==> src/rtl/smfa_pkg.sv <==
// ----------------------------------------------------------------------------
// smfa_pkg
// Shared types and constants for the sign-magnitude Q32.32 fixed-point ALU.
// ----------------------------------------------------------------------------
package smfa_pkg;

  localparam int WHOLE_W     = 32;
  localparam int FRAC_W      = 32;
  localparam int MAG_W       = WHOLE_W + FRAC_W;
  localparam int IN_TDATA_W  = 136;
  localparam int OUT_TDATA_W = 72;

  typedef enum logic [2:0] {
    FN_ADD = 3'd0,
    FN_SUB = 3'd1,
    FN_MUL = 3'd2,
    FN_CMP = 3'd3,
    FN_NEG = 3'd4
  } func_t;

  // Two-bit signed encodings of the compare result.
  localparam logic [1:0] ORD_LT = 2'b11;
  localparam logic [1:0] ORD_EQ = 2'b00;
  localparam logic [1:0] ORD_GT = 2'b01;

  typedef logic [MAG_W-1:0] mag_t;

  typedef struct packed {
    logic [WHOLE_W-1:0] whole;
    logic [FRAC_W-1:0]  frac;
    logic               neg;
    logic               ovf;
    logic               unf;
    logic [1:0]         order;
  } res_t;

  typedef struct packed {
    mag_t mag;
    logic ovf;
    logic unf;
  } mul_t;

endpackage

==> src/rtl/smfa_lin.sv <==
// ----------------------------------------------------------------------------
// smfa_lin
// Add, subtract, compare and negate on sign-magnitude operands.
// ----------------------------------------------------------------------------
module smfa_lin (
  input  smfa_pkg::func_t func,
  input  smfa_pkg::mag_t  ma,
  input  logic            na,
  input  smfa_pkg::mag_t  mb,
  input  logic            nb,
  output smfa_pkg::res_t  res
);
  import smfa_pkg::*;

  logic             nb_eff;
  logic [MAG_W:0]   sum;
  logic             a_gt;
  logic             mag_eq;
  mag_t             dif_ab;
  mag_t             dif_ba;

  always_comb begin
    // Subtraction flips the sign of a nonzero second operand.
    nb_eff = nb;
    if (func == FN_SUB) begin
      nb_eff = (mb != '0) ? ~nb : 1'b0;
    end
    sum    = {1'b0, ma} + {1'b0, mb};
    a_gt   = (ma > mb);
    mag_eq = (ma == mb);
    dif_ab = ma - mb;
    dif_ba = mb - ma;

    res = '0;
    case (func)
      FN_ADD, FN_SUB: begin
        if (na == nb_eff) begin
          {res.whole, res.frac} = sum[MAG_W-1:0];
          res.neg = na;
          res.ovf = sum[MAG_W];
        end else if (!mag_eq) begin
          if (a_gt) begin
            {res.whole, res.frac} = dif_ab;
            res.neg = na;
          end else begin
            {res.whole, res.frac} = dif_ba;
            res.neg = nb_eff;
          end
        end
      end
      FN_CMP: begin
        if (na && !nb) begin
          res.order = ORD_LT;
        end else if (!na && nb) begin
          res.order = ORD_GT;
        end else if (mag_eq) begin
          res.order = ORD_EQ;
        end else if (a_gt) begin
          res.order = na ? ORD_LT : ORD_GT;
        end else begin
          res.order = na ? ORD_GT : ORD_LT;
        end
      end
      FN_NEG: begin
        {res.whole, res.frac} = ma;
        res.neg = (ma != '0) & ~na;
      end
      default: begin
        res = '0;
      end
    endcase
  end

endmodule

==> config.mk <==
export PLATFORM = sky130hd
export DESIGN_NAME = smfa_lin
export DESIGN_NICKNAME = d
export VERILOG_FILES = /design/src/rtl/smfa_pkg.sv /design/src/rtl/smfa_lin.sv
export SDC_FILE = /design/constraint.sdc
export NUM_CORES = 1
export LEC_CHECK = 0
export BUFFER_PORTS_ARGS = -buffer_cell sky130_fd_sc_hd__buf_4
export CAP_MARGIN = 20
export CORE_MARGIN = 10
export CORE_UTILIZATION = 45
export DETAILED_ROUTE_END_ITERATION = 7
export GPL_TIMING_DRIVEN = 0
export PLACE_DENSITY = 0.66
export SYNTH_ARGS = -nofsm -noshare
export SYNTH_HDL_FRONTEND = slang
export SYNTH_SLANG_ARGS = --single-unit
export TNS_END_PERCENT = 100
==> constraint.sdc <==
create_clock -name vclk -period 8
set_input_delay 0 -clock vclk [all_inputs]
set_output_delay 0 -clock vclk [all_outputs]
set_load 0.02 [all_outputs]
Word-level counts from Yosys, hierarchy flattened
Cells that the tools add are included.
{"block": "totals", "regBits": 0, "input_bits": 133, "output_inout_bits": 69, "wordCells": 35}
{"block": "classes", "n_addsub": 3, "n_lt_le_gt_ge": 1, "n_eq_ne": 5, "mux": 15, "bitwise": 3, "n_reduce_logical": 8}
{"operator": "two-way mux 65 bit", "n": 3}
{"operator": "one-hot mux 65 bit (2 select lines)", "n": 1}
{"operator": "nonzero test 64 bit", "n": 2}
{"operator": "subtractor 64 bit", "n": 2}
{"operator": "adder 64 x 64 -> 65 bit", "n": 1}
{"operator": "equality test 64 bit", "n": 1}
{"operator": "greater-than comparator 64 bit", "n": 1}
{"operator": "two-way mux 2 bit", "n": 7}
{"operator": "two-way mux 1 bit", "n": 4}
{"operator": "equality test 3 x 1 -> 1 bit (second input constant)", "n": 1}
{"operator": "equality test 3 x 2 -> 1 bit (second input constant)", "n": 1}
{"operator": "equality test 3 bit (second input constant)", "n": 1}
{"operator": "logical NOT 3 bit", "n": 1}
{"operator": "logical AND 1 bit", "n": 2}
{"operator": "logical NOT 1 bit", "n": 2}
{"operator": "NOT 1 bit", "n": 2}
{"operator": "OR reduction 2 bit", "n": 1}
{"operator": "bitwise AND 1 bit", "n": 1}
{"operator": "equality test 1 bit", "n": 1}

Longest topological paths before layout
{"block": "logic_depth", "depth_word": 7, "ltp_mapped": 16, "mapped_depth_nobuf": 15}

Worst setup path after synthesis
OpenSTA, ideal clock, no wires.
{"block": "synth_path", "path_kind": "input -> output", "startpoint": "input port ma[0]", "endpoint": "output port res[20] in the netlist's numbering", "arrival_ns": 3.184, "t_required_ns": 8.000, "slack_ns": 4.816, "cell_stages": 15, "n_path_buf": 0, "path_cell_list": "inv_1 > ha_1 > inv_1 > fa_1 > a211oi_1 > o211ai_1 > nand3b_1 > a21oi_2 > o41a_2 > nor2_4 > mux2_2 > a311oi_2 > o22ai_1 > mux2i_1 > o21ai_1"}
{"element": "start: declaration", "line": "smfa_lin.sv:7", "text": "input smfa_pkg::mag_t ma,"}
{"element": "end: declaration", "line": "smfa_lin.sv:11", "text": "output smfa_pkg::res_t res"}

==> results.md <==
* Status: finished, final reports clean
* Met2 WL post-DR at 32,370 µm
* # Max-Cap Violations at 0
* Wire per inst at 29.43 µm
* Setup crit start kind: input pin
* Pleak at 6.810 nW
* PostCTS Resize Cnt at 0
* Share of cells above drive strength 1 at 0.1363
* Tmin final at 5509 ps
* Vias at 18,060
* Adder-cell share of the synthesized area at 0.1896
* Die area at 35,890 µm²
* Final setup fails at 0
* Most common cell in the netlist: a21oi_1
* Final instance area at 14,950 µm²
* Drt pass-1 iters at 7
* Cells after synthesis at 2,032
* Crit Path Category: in -> out
* Core Util, Final at 0.5324
* DIE WIDTH at about 190 µm
* First-pass GRT wire length at about 110,000 µm
* PortBufs at 200
* Placement Cell Area at between 10,000 and 15,000 µm²
* Worst-Margin Slew at 1275 ps
* Vias/cell at roughly 7
* Critical Path AT at 5510 ps
* Detailed-route wire length at 76,980 µm
* I/O pins at 202
* Ys Warns at 0
* Syn nets at 2,359
* Hpwl dp at between 60,000 and 70,000 µm
* Hold Worst Slack at 304.7 ps
* Slowest cell on crit path: xnor2_1
* Synth top area cells: ha_1 18%, a21oi_1 9.8%, o21ai_0 6.0%
* Period utilization at 0.6886
* DRT iter0 DRCs at 2,398
* Sequential cell area at 0 µm²
* Row count at 61
* # Post-CTS Setup Buffers at 0
* Worst min path class: in -> out
* Post-synthesis mux area share at 0.01424
* Placement Setup Slack at ~2600 ps
* Initial antenna violation count at 2
* Post-route ant nets at 0
* Total track usage at 0.4009
* Unrepaired setup endpoints after global routing: false
* Synth Area in XOR/XNOR at 0.03593
* Final Slew Violations at 0
* CLK BUF at 0
* Worst EP required at 8000 ps
* DRC at 0
* Nets at 2,566
* Total grt overflow at 0
* Number of global-route vias before repair at 17,310
* Die Y at 189.4 µm
* Library cells used by synthesis at 100
* Syn Area/Cell at 6.358 µm²
* Met1 Wirelength at a little under 30,000 µm
* Most frequent cells after synthesis: 254 x a21oi_1, 198 x inv_1, 192 x nor2_1, 191 x ha_1, 157 x nand2_1
* Seq Cell Count at 0
* Setup TNS Final at 0 ps
* Area grow syn2layout at 15.75%
* Worst hold start: func[1]
* Worst IR Drop VDD at 63.88 µV
* DR top layer: met4
* Area share of and/or/nand/nor cells after synthesis at 0.2377
* Critical Path End Type: primary output
* Largest net degree at the start of global routing at 11
* FMAX at 0.1815 GHz
* Yosys top cell area share at 0.1850
* Final Wtd Congestion at 1.107
* Sequential share of the synthesized area at 0
* Main combinational cell family by area after synthesis: compound AO/OA/AOI/OAI gates
* Setup WS post-layout at approximately 2500 ps
* Power Dens Cells at 98.54 nW/µm²
* Mapped cell area at 12,920 µm²
* Area leader, netlist: ha_1
* Core Area at 28,090 µm²
* Max transition margin at 0.1503
* Cell breakdown of the critical path: buf_4 -> nor4_1 -> nand4_1 -> nor4_1 -> nor3_1 -> a21o_1 -> xnor2_1 -> nand2_1 -> clkbuf_1 -> nand2_1 -> nand2_1 -> a221o_2 -> nand3_1 -> buf_4
* Crit-path most repeated cell: nand2_1
* Worst-path fanout max at 10
* Worst path max stage delay at 930 ps
* Final Hold Viols at 0
* CTS Hold Bufs at 0
* WHS Path Cells at 3
* Hold EP: res[4]
* Compound-gate portion of the synthesized area at 0.4264
* Initial core utilization at 0.4600
* Met3 WL at 9928 µm
through the flow:
| stage | cells | power [mW] |
|---|---|---|
| after CTS | 2612 | 1.409 |
| after floorplan | 2032 | 0.8639 |
| final | 2616 | 1.474 |
| after global routing | 2615 | 1.544 |
| after global placement | 2610 | 1.395 |
| after detailed placement | 2612 | 1.401 |
power by group:
| part | switching [mW] | internal, mW |
|---|---|---|
| clock network | 0 | 0.00000000533 |
| registers | 0 | 0 |
| logic | 0.980 | 0.494 |
worst max-delay path, delay by kind of cell:
| kind | cells | cell delay (ps) |
|---|---|---|
| AO/OA/AOI/OAI | 2 | 550 |
| XOR/XNOR | 1 | 930 |
| buffers and inverters | 3 | 960 |
| AND/OR/NAND/NOR | 8 | 3050 |
cells by family (layout without fill, tap and decap cells):
family,after synthesis,count (layout)
adder cells (fa/ha/maj),194,194
AND/OR/NAND/NOR,635,635
AO/OA/AOI/OAI,828,828
multiplexers,18,18
XOR/XNOR,53,53
buffers and inverters,303,508
other,1,2
layer usage:
| layer | track usage | vias to the layer above |
|---|---|---|
| met2 | 0.6105 | 1381 |
| met1 | 0.4834 | 8456 |
| met3 | 0.1205 | 301 |
| met4 | 0.2500 | 0 |
| met5 | 0 | - |
| li1 | - | 7922 |
worst max-delay path by stage:
stage               startpoint  endpoint  slack (ps)  depth (start not counted)
detailed placement      mb[11]   res[52]        2650                         13
global route             mb[3]   res[49]        2780                         14
CTS                     mb[11]   res[52]        2650                         13
finish                  mb[11]   res[49]        2490                         14
floorplan                ma[0]   res[20]        4820                         15
global placement        mb[11]   res[52]        2770                         13
cell usage in the layout, fill, tap and decap left out, types with 19 or more instances in the layout:
| cell type | instances |
|---|---|
| o221ai_1 | 21 |
| a211oi_1 | 21 |
| nor2_1 | 192 |
| nor4_1 | 56 |
| a31oi_1 | 29 |
| a21o_1 | 49 |
| xnor2_1 | 45 |
| a21oi_1 | 254 |
| o211ai_1 | 21 |
| buf_4 | 206 |
| o21ai_0 | 154 |
| buf_2 | 39 |
| clkbuf_1 | 53 |
| nor3_1 | 44 |
| inv_1 | 198 |
| ha_1 | 191 |
| nand3_1 | 39 |
| o31ai_1 | 19 |
| nand4_1 | 42 |
| nand2_1 | 157 |
| nor2b_1 | 20 |
| o21a_1 | 34 |
| a221o_1 | 21 |
| o21bai_1 | 53 |
layout make-up:
type,count,area (µm²)
fill,2917,13130
timing repair buffer,205,1558
buffer,105,494.2
tap,378,473.0
inverter,198,743.2
antenna,1,2.502
multi-input combinational,1729,11680
Power figures use the tool's default switching activity.
